**src/rtl/assert_macros.svh**
```systemverilog
// assertion macros used by the rtl top level
`ifndef ASSERT_MACROS_SVH
`define ASSERT_MACROS_SVH

// checked on every clock edge outside reset
`define ASSERT_RUN(lbl, prop, msg) \
  lbl: assert property (@(posedge clk) disable iff (rst) prop) else $error(msg);

// checked on every clock edge, reset included
`define ASSERT_ALL(lbl, prop, msg) \
  lbl: assert property (@(posedge clk) prop) else $error(msg);

`endif

```
**src/rtl/sre_pkg.sv**
```systemverilog
// shared widths, op codes and controller/datapath structs
`default_nettype none

package sre_pkg;

  localparam int OP_W   = 2;
  localparam int SYM_W  = 8;
  localparam int IDX_W  = 3;
  localparam int POS_W  = 3;
  localparam int LEN_W  = 4;
  localparam int ACT_W  = 4;

  // most output beats produced for one symbol
  localparam int OUT_CAP = 64;
  localparam int CNT_W   = $clog2(OUT_CAP + 1);

  localparam logic [OP_W-1:0] OP_REWRITE = 2'd0;
  localparam logic [OP_W-1:0] OP_RULE    = 2'd1;
  localparam logic [OP_W-1:0] OP_CHAR    = 2'd2;

  // controller to datapath
  typedef struct packed {
    logic start;
    logic wr_rule;
    logic wr_char;
    logic hit;
    logic text_start;
    logic k_next;
    logic rule_next;
    logic push;
    logic finish;
    logic flush;
  } sre_cmd_t;

  // datapath to controller
  typedef struct packed {
    logic op_rewrite;
    logic op_rule;
    logic op_char;
    logic scan_done;
    logic hit;
    logic has_text;
    logic text_last;
    logic cap_full;
    logic pend_valid;
    logic out_free;
  } sre_status_t;

endpackage

`default_nettype wire

```
**src/rtl/sre_in_if.sv**
```systemverilog
// input channel: rewrite and rule load items
`default_nettype none

interface sre_in_if import sre_pkg::*; ();
  logic             valid;
  logic             ready;
  logic [OP_W-1:0]  op;
  logic [SYM_W-1:0] symbol;
  logic [IDX_W-1:0] rule_index;
  logic [POS_W-1:0] char_pos;
  logic [LEN_W-1:0] rule_length;

  modport source (output valid, op, symbol, rule_index, char_pos, rule_length,
                  input ready);
  modport sink (input valid, op, symbol, rule_index, char_pos, rule_length,
                output ready);
endinterface

`default_nettype wire

```
**src/rtl/sre_out_if.sv**
```systemverilog
// output channel: rewritten characters
`default_nettype none

interface sre_out_if import sre_pkg::*; ();
  logic             valid;
  logic             ready;
  logic [SYM_W-1:0] out_symbol;
  logic             last;

  modport source (output valid, out_symbol, last, input ready);
  modport sink (input valid, out_symbol, last, output ready);
endinterface

`default_nettype wire

```
**src/rtl/sre_datapath.sv**
```systemverilog
// rule tables, replacement text memory, scan counters and output register
`default_nettype none

module sre_datapath import sre_pkg::*; #(
  parameter int RULES   = 8,
  parameter int MAX_LEN = 8
) (
  input  logic              clk,
  input  logic              rst,
  input  sre_cmd_t          cmd,
  output sre_status_t       st,
  input  logic              cfg_we,
  input  logic [ACT_W-1:0]  cfg_data,
  input  logic [OP_W-1:0]   op,
  input  logic [SYM_W-1:0]  symbol,
  input  logic [IDX_W-1:0]  rule_index,
  input  logic [POS_W-1:0]  char_pos,
  input  logic [LEN_W-1:0]  rule_length,
  output logic              out_valid,
  input  logic              out_ready,
  output logic [SYM_W-1:0]  out_symbol,
  output logic              out_last
);

  localparam int RIW   = (RULES > 1) ? $clog2(RULES) : 1;
  localparam int RCW   = $clog2(RULES + 1);
  localparam int LW    = $clog2(MAX_LEN + 1);
  localparam int DEPTH = RULES * MAX_LEN;
  localparam int TAW   = (DEPTH > 1) ? $clog2(DEPTH) : 1;

  logic [SYM_W-1:0] src_tab [RULES];
  logic [LW-1:0]    len_tab [RULES];
  logic [SYM_W-1:0] text_mem [DEPTH];

  logic [ACT_W-1:0] active;
  logic [SYM_W-1:0] sym;
  logic [RCW-1:0]   r;
  logic [LW-1:0]    k;
  logic [CNT_W-1:0] n;
  logic             matched;
  logic             pend_valid;
  logic [SYM_W-1:0] pend_char;
  logic [SYM_W-1:0] rd_data;

  logic [RCW-1:0]   limit;
  logic [RIW-1:0]   rule_sel;
  logic [TAW-1:0]   rd_addr;
  logic [TAW-1:0]   wr_addr;
  logic             idx_ok;
  logic             pos_ok;
  logic [LW-1:0]    len_sat;
  logic             cap_full;
  logic             out_free;
  logic             out_load;

  // table addressing and saturation
  assign limit    = (int'(active) > RULES) ? RCW'(RULES) : RCW'(active);
  assign rule_sel = r[RIW-1:0];
  assign rd_addr  = TAW'(rule_sel * MAX_LEN + k);
  assign wr_addr  = TAW'(RIW'(rule_index) * MAX_LEN + char_pos);
  assign idx_ok   = int'(rule_index) < RULES;
  assign pos_ok   = int'(char_pos) < MAX_LEN;
  assign len_sat  = (int'(rule_length) > MAX_LEN) ? LW'(MAX_LEN) : LW'(rule_length);
  assign cap_full = (n == CNT_W'(OUT_CAP));
  assign out_free = !out_valid || out_ready;
  assign out_load = (cmd.push && !cap_full && pend_valid) || cmd.flush;

  // status back to the controller
  always_comb begin
    st            = '0;
    st.op_rewrite = (op == OP_REWRITE);
    st.op_rule    = (op == OP_RULE);
    st.op_char    = (op == OP_CHAR);
    st.scan_done  = (r == limit);
    st.hit        = (src_tab[rule_sel] == sym);
    st.has_text   = (len_tab[rule_sel] != '0);
    st.text_last  = ((k + LW'(1)) >= len_tab[rule_sel]);
    st.cap_full   = cap_full;
    st.pend_valid = pend_valid;
    st.out_free   = out_free;
  end

  // active rule count
  always_ff @(posedge clk) begin
    if (rst) begin
      active <= '0;
    end else if (cfg_we) begin
      active <= cfg_data;
    end
  end

  // rule source and length table
  always_ff @(posedge clk) begin
    if (cmd.wr_rule && idx_ok) begin
      src_tab[RIW'(rule_index)] <= symbol;
      len_tab[RIW'(rule_index)] <= len_sat;
    end
  end

  // replacement text memory, registered read
  always_ff @(posedge clk) begin
    if (cmd.wr_char && idx_ok && pos_ok) begin
      text_mem[wr_addr] <= symbol;
    end
    rd_data <= text_mem[rd_addr];
  end

  // scan control counters
  always_ff @(posedge clk) begin
    if (rst) begin
      r       <= '0;
      k       <= '0;
      n       <= '0;
      matched <= 1'b0;
    end else begin
      if (cmd.start) begin
        r       <= '0;
        n       <= '0;
        matched <= 1'b0;
      end
      if (cmd.hit) begin
        matched <= 1'b1;
      end
      if (cmd.text_start) begin
        k <= '0;
      end else if (cmd.k_next) begin
        k <= k + LW'(1);
      end
      if (cmd.rule_next) begin
        r <= r + RCW'(1);
      end
      if (cmd.push && !cap_full) begin
        n <= n + CNT_W'(1);
      end
    end
  end

  // held symbol for the start of a rewrite
  always_ff @(posedge clk) begin
    if (cmd.start) begin
      sym <= symbol;
    end
  end

  // one character held back until it is known whether it is the last
  always_ff @(posedge clk) begin
    if (rst) begin
      pend_valid <= 1'b0;
    end else if (cmd.push && !cap_full) begin
      pend_valid <= 1'b1;
    end else if (cmd.finish && !matched) begin
      pend_valid <= 1'b1;
    end else if (cmd.flush) begin
      pend_valid <= 1'b0;
    end
  end

  always_ff @(posedge clk) begin
    if (cmd.push && !cap_full) begin
      pend_char <= rd_data;
    end else if (cmd.finish && !matched) begin
      pend_char <= sym;
    end
  end

  // output register
  always_ff @(posedge clk) begin
    if (rst) begin
      out_valid <= 1'b0;
    end else if (out_load) begin
      out_valid <= 1'b1;
    end else if (out_ready) begin
      out_valid <= 1'b0;
    end
  end

  always_ff @(posedge clk) begin
    if (out_load) begin
      out_symbol <= pend_char;
      out_last   <= cmd.flush;
    end
  end

endmodule

`default_nettype wire

```
**src/rtl/sre_controller.sv**
```systemverilog
// sequencing state machine for rule scan, text read and output flush
`default_nettype none

module sre_controller import sre_pkg::*; (
  input  logic        clk,
  input  logic        rst,
  input  logic        in_valid,
  output logic        in_ready,
  input  sre_status_t st,
  output sre_cmd_t    cmd
);

  localparam logic [2:0] S_IDLE  = 3'd0;
  localparam logic [2:0] S_SCAN  = 3'd1;
  localparam logic [2:0] S_READ  = 3'd2;
  localparam logic [2:0] S_PUSH  = 3'd3;
  localparam logic [2:0] S_FLUSH = 3'd4;

  logic [2:0] state;
  logic [2:0] state_next;

  assign in_ready = (state == S_IDLE);

  // next state and commands
  always_comb begin
    cmd        = '0;
    state_next = state;
    unique case (state)
      S_IDLE: begin
        cmd.start   = in_valid && st.op_rewrite;
        cmd.wr_rule = in_valid && st.op_rule;
        cmd.wr_char = in_valid && st.op_char;
        if (in_valid && st.op_rewrite) begin
          state_next = S_SCAN;
        end
      end
      S_SCAN: begin
        if (st.scan_done) begin
          cmd.finish = 1'b1;
          state_next = S_FLUSH;
        end else if (st.hit) begin
          cmd.hit = 1'b1;
          if (st.has_text) begin
            cmd.text_start = 1'b1;
            state_next     = S_READ;
          end else begin
            cmd.rule_next = 1'b1;
          end
        end else begin
          cmd.rule_next = 1'b1;
        end
      end
      S_READ: begin
        state_next = S_PUSH;
      end
      S_PUSH: begin
        // a held character moves out only when the output register is free
        if (st.cap_full || !st.pend_valid || st.out_free) begin
          cmd.push = 1'b1;
          if (st.text_last) begin
            cmd.rule_next = 1'b1;
            state_next    = S_SCAN;
          end else begin
            cmd.k_next = 1'b1;
            state_next = S_READ;
          end
        end
      end
      S_FLUSH: begin
        if (!st.pend_valid) begin
          state_next = S_IDLE;
        end else if (st.out_free) begin
          cmd.flush  = 1'b1;
          state_next = S_IDLE;
        end
      end
      default: begin
        state_next = S_IDLE;
      end
    endcase
  end

  // state register
  always_ff @(posedge clk) begin
    if (rst) begin
      state <= S_IDLE;
    end else begin
      state <= state_next;
    end
  end

endmodule

`default_nettype wire

```
**src/rtl/symbol_rewrite_expander.sv**
```systemverilog
// a rule or character load is written while the block is idle; a rewrite scans
// the active rules in turn, with a text memory read and a push for each character
// of a matching rule, then a flush, and waits longer while the output side stalls.
// one item is in work at a time; the output register lets the next item enter
// while the final beat still waits. synchronous active-high reset clears the
// controller, the output register and the active rule count; rule tables are not cleared.
`default_nettype none
`include "assert_macros.svh"

module symbol_rewrite_expander import sre_pkg::*; #(
  parameter int RULES   = 8,
  parameter int MAX_LEN = 8
) (
  input  logic             clk,
  input  logic             rst,
  input  logic             cfg_we,
  input  logic [ACT_W-1:0] cfg_data,
  sre_in_if.sink           symbols,
  sre_out_if.source        expanded
);

  sre_cmd_t    cmd;
  sre_status_t st;
  logic        in_ready;
  logic        out_valid;
  logic [SYM_W-1:0] out_symbol;
  logic        out_last;

  assign symbols.ready       = in_ready;
  assign expanded.valid      = out_valid;
  assign expanded.out_symbol = out_symbol;
  assign expanded.last       = out_last;

  // control
  sre_controller u_ctrl (
    .clk      (clk),
    .rst      (rst),
    .in_valid (symbols.valid),
    .in_ready (in_ready),
    .st       (st),
    .cmd      (cmd)
  );

  // tables and output
  sre_datapath #(
    .RULES   (RULES),
    .MAX_LEN (MAX_LEN)
  ) u_dp (
    .clk         (clk),
    .rst         (rst),
    .cmd         (cmd),
    .st          (st),
    .cfg_we      (cfg_we),
    .cfg_data    (cfg_data),
    .op          (symbols.op),
    .symbol      (symbols.symbol),
    .rule_index  (symbols.rule_index),
    .char_pos    (symbols.char_pos),
    .rule_length (symbols.rule_length),
    .out_valid   (out_valid),
    .out_ready   (expanded.ready),
    .out_symbol  (out_symbol),
    .out_last    (out_last)
  );

  // checks
  `ASSERT_RUN(a_no_pend_on_accept, (symbols.valid && symbols.ready) |-> !st.pend_valid, "item accepted with a character still held")
  `ASSERT_RUN(a_push_needs_room, (cmd.push && st.pend_valid && !st.cap_full) |-> st.out_free, "held character pushed over an untaken beat")
  `ASSERT_RUN(a_flush_needs_room, cmd.flush |-> (st.out_free && st.pend_valid), "flush without a held character or a free output")
  `ASSERT_ALL(a_quiet_after_reset, rst |=> !expanded.valid, "output beat valid right after reset")

endmodule

`default_nettype wire

```
**src/flat_wrapper.sv**
```systemverilog
// flat-port wrapper written by rule: the top's interface ports become plain ports
module symbol_rewrite_expander_flat import sre_pkg::*;
#(
  parameter int RULES   = 8,
  parameter int MAX_LEN = 8
)
  (clk, rst, cfg_we, cfg_data, symbols_valid, symbols_op, symbols_symbol, symbols_rule_index, symbols_char_pos, symbols_rule_length, symbols_ready, expanded_valid, expanded_out_symbol, expanded_last, expanded_ready);
  sre_in_if symbols_i ();
  sre_out_if expanded_i ();
  input  logic clk;
  input  logic rst;
  input  logic cfg_we;
  input  logic [ACT_W-1:0] cfg_data;
  input wire logic [$bits(symbols_i.valid)-1:0] symbols_valid;
  input wire logic [$bits(symbols_i.op)-1:0] symbols_op;
  input wire logic [$bits(symbols_i.symbol)-1:0] symbols_symbol;
  input wire logic [$bits(symbols_i.rule_index)-1:0] symbols_rule_index;
  input wire logic [$bits(symbols_i.char_pos)-1:0] symbols_char_pos;
  input wire logic [$bits(symbols_i.rule_length)-1:0] symbols_rule_length;
  output wire logic [$bits(symbols_i.ready)-1:0] symbols_ready;
  output wire logic [$bits(expanded_i.valid)-1:0] expanded_valid;
  output wire logic [$bits(expanded_i.out_symbol)-1:0] expanded_out_symbol;
  output wire logic [$bits(expanded_i.last)-1:0] expanded_last;
  input wire logic [$bits(expanded_i.ready)-1:0] expanded_ready;
  assign symbols_i.valid = symbols_valid;
  assign symbols_i.op = symbols_op;
  assign symbols_i.symbol = symbols_symbol;
  assign symbols_i.rule_index = symbols_rule_index;
  assign symbols_i.char_pos = symbols_char_pos;
  assign symbols_i.rule_length = symbols_rule_length;
  assign symbols_ready = symbols_i.ready;
  assign expanded_valid = expanded_i.valid;
  assign expanded_out_symbol = expanded_i.out_symbol;
  assign expanded_last = expanded_i.last;
  assign expanded_i.ready = expanded_ready;
  symbol_rewrite_expander #(.RULES(RULES), .MAX_LEN(MAX_LEN)) u_core (.clk(clk), .rst(rst), .cfg_we(cfg_we), .cfg_data(cfg_data), .symbols(symbols_i), .expanded(expanded_i));
endmodule
```
**config.mk**
```make
export PLATFORM = sky130hd
export DESIGN_NAME = symbol_rewrite_expander_flat
export DESIGN_NICKNAME = d
export VERILOG_FILES = /design/src/rtl/sre_pkg.sv /design/src/rtl/sre_in_if.sv /design/src/rtl/sre_out_if.sv /design/src/rtl/sre_datapath.sv /design/src/rtl/sre_controller.sv /design/src/rtl/symbol_rewrite_expander.sv /design/src/flat_wrapper.sv
export VERILOG_INCLUDE_DIRS = /design/src /design/src/rtl
export SDC_FILE = /design/constraint.sdc
export NUM_CORES = 1
export LEC_CHECK = 0
export BUFFER_PORTS_ARGS = -buffer_cell sky130_fd_sc_hd__buf_2
export CORE_MARGIN = 2
export CORE_UTILIZATION = 44
export CTS_BUF_LIST = sky130_fd_sc_hd__clkbuf_16
export DETAILED_ROUTE_END_ITERATION = 10
export GPL_TIMING_DRIVEN = 0
export PLACE_DENSITY = 0.68
export SLEW_MARGIN = 15
export SYNTH_ARGS = -nofsm -noshare
export SYNTH_HDL_FRONTEND = slang
export SYNTH_SLANG_ARGS = --single-unit
```
**constraint.sdc**
```tcl
create_clock -name clk -period 4.8 [get_ports clk]
set_input_delay 0.96 -clock clk [delete_from_list [all_inputs] [get_ports clk]]
set_output_delay 0.96 -clock clk [all_outputs]
set_load 0.01 [all_outputs]
```
# After elaboration in Yosys (flattened, before gate mapping)
# Memory sizes are Yosys's and may differ from the RTL's. A register that Yosys moved wholly into a read port is not among the register bits.
# Cells that the tools add are included.
[word_totals]
mem_count = 3
ram_bits = 608
out_inout_bits = 11
regBits = 50
in_bits = 29
[op_classes]
n_eq_ne = 14
magnitude_cmp = 3
reduce_logical = 25
add_sub_neg = 5
n_mux = 51
[mem_list]
columns = ["name", "words", "word_bits", "read_ports", "rd_clocked_by_memory_dff", "write_ports", "line_no", "text"]
rows = [
  ["u_core.u_dp.text_mem", 64, 8, 1, 1, 1, "sre_datapath.sv:33", "logic [SYM_W-1:0] text_mem [DEPTH];"],
  ["u_core.u_dp.src_tab", 8, 8, 1, 1, 1, "sre_datapath.sv:31", "logic [SYM_W-1:0] src_tab [RULES];"],
  ["u_core.u_dp.len_tab", 8, 4, 1, 1, 1, "sre_datapath.sv:32", "logic [LW-1:0] len_tab [RULES];"],
]
[op_table]
columns = ["operator", "n"]
rows = [
  ["$mux W3", 13],
  ["$mux W1", 24],
  ["$mux W4", 4],
  ["$mux W8", 2],
  ["$pmux W3 S5", 1],
  ["$mux W7", 2],
  ["$reduce_bool A2 Y1", 5],
  ["$add A4 B1 Y4 const B", 2],
  ["$eq A8 B8 Y1", 1],
  ["$gt A4 B4 Y1 const B", 2],
  ["$mux W2", 4],
  ["$add A7 B1 Y7 const B", 1],
  ["$eq A7 B7 Y1 const B", 1],
  ["$add A6 B3 Y6", 1],
  ["$add A6 B4 Y6", 1],
  ["$eq A3 B2 Y1 const B", 2],
  ["$logic_and A1 B1 Y1", 6],
  ["$ne A3 B1 Y1 const B", 2],
  ["$reduce_and A5 Y1", 1],
  ["$eq A4 B4 Y1", 1],
  ["$ge A4 B4 Y1", 1],
  ["$logic_not A1 Y1", 4],
  ["$logic_or A1 B1 Y1", 4],
  ["$reduce_bool A4 Y1", 1],
  ["12 further kinds", 12],
]

# Logic depth before layout (Yosys ltp)
[logic_depth]
ltp_word = 9
depth_mapped = 13
depth_no_buf = 10

# Cells and area by module
# Synthesis repeated with hierarchy kept, for this count alone.
[hier_totals]
hier_cells = 1356
hier_area_um2 = 26445.4
[by_module_without_submodules]
columns = ["mod", "area_each_um2", "cells_each", "n_inst"]
rows = [
  ["sre_datapath", 26171.4, 1319, 1],
  ["sre_controller", 274.0, 37, 1],
]

# Worst setup path before layout
# No wires, ideal clock.
[synth_timing]
path_type = "register to register"
start = "register (tool-made name)"
end = "register u_core.u_dp.k[2]"
n_path_buf = 2
path_stages_with_launch = 13
t_arrival_ns = 2.916
setup_ns = 0.065
slack_ns = 1.819
cell_sequence = "dfxtp_1 -> buf_2 -> buf_2 -> mux4_2 -> mux2_2 -> ha_1 -> nand2b_1 -> a21o_1 -> a21o_1 -> a211oi_1 -> nand2_1 -> xor2_1 -> nor2_1"
[synth_lines]
columns = ["element", "line_no", "text"]
rows = [
  ["to (signal assigned)", "sre_datapath.sv:127", "k <= k + LW'(1);"],
  ["to (decl)", "sre_datapath.sv:38", "logic [LW-1:0] k;"],
]

# Worst setup path after layout
[layout_timing]
start = "register u_core.u_dp.k[0]"
end = "register u_core.u_dp.rd_data[6], read port of u_core.u_dp.text_mem"
[layout_via]
elab_chain_cells = 1
[layout_lines]
columns = ["element", "line_no", "text"]
rows = [
  ["$add A6 B4 Y6", "sre_datapath.sv:59", "assign rd_addr = TAW'(rule_sel * MAX_LEN + k);"],
  ["to (decl)", "sre_datapath.sv:43", "logic [SYM_W-1:0] rd_data;"],
]
# Every way passes these cells.
# A chain may end at the register's enable or synchronous reset.

==> impl_metrics.py <==
metrics = {
    "route": {
        "wl_per_cell_um": 26.0,
        "avgViaCountPerCell": 5.76,
        "ant_nets": 0,
        "firstDrtPassIters": 5,
        "drt_wl_total_um": 56300,
        "vias": 12500,
        "drtIter0Drc": 1101,
        "drc": 0,
    },
    "worst_setup_path": {
        "cp-end-kind": "register",
        "start_kind": "register",
        "path_class": "reg2reg",
        "worstRegToRegCells": 6,
        "critPathArrivalTime_ps": 4360,
        "crit_required_ps": 5240,
        "r2r-end": "u_core.u_dp.rd_data[6]$_DFF_P_",
        "ff2ff_setup_slack_ps": 880,
        "timing.rr.start": "u_core.u_dp.k[0]$_SDFFE_PP0P_",
        "cp_max_fo": 10,
    },
    "floorplan": {
        "row_count": 89,
        "die_h_um": 247,
        "fp.coreArea_sq_mm": 0.0588,
        "start_util_pct": 44.3,
        "dieWidth_um": 247,
        "ios": 40,
        "dieArea_sq_mm": 0.0612,
    },
    "layout": {
        "nets": 1378,
        "areaGrowthSynthToFinish_pct": 12.8,
        "design_area_sq_mm": 0.0294,
        "layout-drive-gt1-share_pct": 24.6,
    },
    "logic_synthesis": {
        "synth_cell_type_count": 49,
        "synth-edff-count": 633,
        "synth_area_sq_mm": 0.0261,
        "synth_cells": 1233,
        "synth-seq-cells": 669,
        "async_flop_share_pct": 0,
        "synth.most_common_cell": "edfxtp_1",
        "synth_top_area_share_pct": 73.0,
        "synth.net_count": 1272,
        "synth.cells.most_frequent": "edfxtp_1 (633), mux4_2 (185), nor2_1 (99)",
        "ys_top_cells_by_area": "edfxtp_1 (73%), mux4_2 (16%), dfxtp_1 (2.8%), nor2_1 (1.4%), mux2i_1 (0.92%)",
        "yosys_warnings": 0,
        "yosysTopAreaCell": "edfxtp_1",
        "synth.avg_cell_area_sq_um": 21.1,
        "synth_flop_cell": "edfxtp_1",
        "yosysSeqAreaShare_pct": 75.7,
    },
    "timing": {
        "rsz0062_at_grt": "no",
        "layout_setup_ws_ps": 875,
        "finalHoldViolCount": 0,
        "skew_ps": 20.4,
        "tns_ps": 0,
        "fmax_ghz": 0.255,
        "maxSlewViolCount": 0,
        "setup_viol": 0,
        "worst_slew_pin_slew_ps": 1030,
        "timing.final.crit_share_pct": 81.8,
        "relSlewSlack_pct": 31.2,
        "period_needed_ps": 3920,
    },
    "clock_tree": {
        "cts_tree": "built",
        "clock_latency_ps": 600,
        "post_cts.repair.setup_buffers": 0,
        "clock_sinks": 669,
        "clock_path_buffers": 3,
        "htree_levels": 3,
        "numCtsBuffers": 67,
        "clockRootBuffer": "clkbuf_16",
        "cts.repair.resized": 0,
        "path_clk_slew_ps": 60,
        "hold_buffers": 0,
    },
    "power_and_ir_drop": {
        "ir_drop_v": 0.000298,
        "power.density_mw_per_mm2": 403,
        "p_leak_nw": 8.94,
    },
    "global_route": {
        "grt-ovfl-total": 0,
        "track_usage_pct": 18.9,
        "grt_pass1_wl_um": 82700,
        "grt_pass1_vias": 12500,
        "antenna_found_initial": 2,
        "grt_max_degree": 74,
    },
    "placed_design": {
        "portBuffers": 35,
        "gp_congestion": 0.794,
        "place_ws_ps": 868,
        "post-dp-hpwl_um": 35000,
        "dpl_cell_area_sq_mm": 0.0273,
    },
    "min_path": {
        "hold_path.class": "reg2reg",
        "hold_end": "u_core.u_dp.out_symbol[4]$_DFFE_PP_",
        "holdCritStartpoint": "u_core.u_dp.pend_char[4]$_DFFE_PP_",
        "hold-path-cell-count": 0,
    },
    "run": {
        "cap_viol_max_count": 0,
    },
    "status": {
        "status": "finished, final reports clean",
    },
}
worst max-delay path, cell delays in order, from the launching register on:
cell and delay (ps):
dfxtp_1 370, clkbuf_1 250, clkbuf_1 620, buf_1 780
mux4_2 650, mux4_2 540, mux4_2 530
kinds of logic (layout without fill, tap and decap cells):
kind of cell             Yosys count  after routing  share of synthesized area [%]
multiplexers                     214            214                           17.3
other                              0              1                              0
adder cells (fa/ha/maj)           10             10                          0.480
flip-flops                       669            669                           75.7
AO/OA/AOI/OAI                     49             49                           1.30
AND/OR/NAND/NOR                  205            205                           3.50
XOR/XNOR                          16             16                          0.538
buffers and inverters             70            227                           1.15
flip-flops by register name, indices dropped and copies added (netlist names), named ones only:
signal,flops
u_core.u_dp.text_mem,512
u_core.u_dp.src_tab,64
u_core.u_dp.len_tab,32
u_core.u_dp.out_symbol,8
u_core.u_dp.pend_char,8
u_core.u_dp.rd_data,8
u_core.u_dp.sym,8
u_core.u_dp.n,7
u_core.u_dp.active,4
u_core.u_dp.k,4
u_core.u_dp.r,4
u_core.u_ctrl.state,3
u_core.u_dp.matched,1
u_core.u_dp.out_last,1
u_core.u_dp.out_valid,1
u_core.u_dp.pend_valid,1
final cells by class:
type / count / area, sq um
inverter: 9 / 33.8
tap: 773 / 967
fill: 4677 / 29400
multi-input combinational: 494 / 6060
sequential: 669 / 19700
buffer: 61 / 267
timing repair buffer: 37 / 218
clock buffer: 71 / 1780
antenna: 1 / 2.50
clock inverter: 49 / 323
per-stage QoR:
stage	util (%)	power [mW]	hold slack, ps	instances
detailed placement	46.4	6.97	409	2043
global route	50.0	12.2	442	2163
global placement	46.3	6.95	409	2041
CTS	49.9	11.9	423	2163
floorplan	-	6.77	400	1233
finish	50.0	11.8	420	2164
layer usage:
layer  up-vias  routed length, um  track usage [%]
met2       482              26200             28.5
met3        91               4910             5.30
met4         2               1470             5.74
li1       5296                  -                -
met5         -                 11                0
met1      6585              23700             26.9
report_power, final:
part / total (mW) / internal, mW / leakage (nW) / switching [mW]
Sequential: 6.44 / 6.42 / 5.99 / 0.0175
Combinational: 0.405 / 0.136 / 1.88 / 0.269
Clock: 5.00 / 2.88 / 1.07 / 2.12
layout by cell type (no fill, tap or decap), types with 5 or more instances in the layout:
| cell type | netlist | final |
|---|---|---|
| dfxtp_1 | 36 | 36 |
| nor2b_1 | 9 | 9 |
| nand2_1 | 50 | 50 |
| buf_2 | 8 | 37 |
| inv_1 | 9 | 20 |
| mux4_2 | 185 | 185 |
| ha_1 | 10 | 10 |
| o21ai_0 | 5 | 5 |
| buf_1 | 9 | 9 |
| buf_4 | 1 | 8 |
| clkbuf_16 | 0 | 71 |
| clkbuf_1 | 41 | 41 |
| nand2b_1 | 6 | 6 |
| nor2_1 | 99 | 91 |
| clkinv_1 | 0 | 18 |
| nand4_1 | 5 | 5 |
| nor2_2 | 0 | 8 |
| mux2i_1 | 24 | 24 |
| nand3_1 | 11 | 11 |
| xor2_1 | 14 | 13 |
| a21oi_1 | 22 | 22 |
| nand3b_1 | 5 | 5 |
| edfxtp_1 | 633 | 633 |
| clkinv_2 | 0 | 11 |
| nor3_1 | 5 | 5 |
worst max-delay path by stage:
stage | startpoint | endpoint | slack, ps
after floorplan | register | u_core.u_dp.k[2]$_SDFFE_PP0P_ | 1820
after global placement | u_core.u_dp.k[0]$_SDFFE_PP0P_ | u_core.u_dp.rd_data[1]$_DFF_P_ | 870
after detailed placement | u_core.u_dp.k[0]$_SDFFE_PP0P_ | u_core.u_dp.rd_data[1]$_DFF_P_ | 870
after CTS | u_core.u_dp.k[0]$_SDFFE_PP0P_ | u_core.u_dp.rd_data[1]$_DFF_P_ | 840
after global routing | u_core.u_ctrl.state[2]$_SDFFE_PP0P_ | u_core.u_dp.text_mem[6][5]$_DFFE_PP_ | 720
final | u_core.u_dp.k[0]$_SDFFE_PP0P_ | u_core.u_dp.rd_data[6]$_DFF_P_ | 880
(Power assumes the default switching activity.)
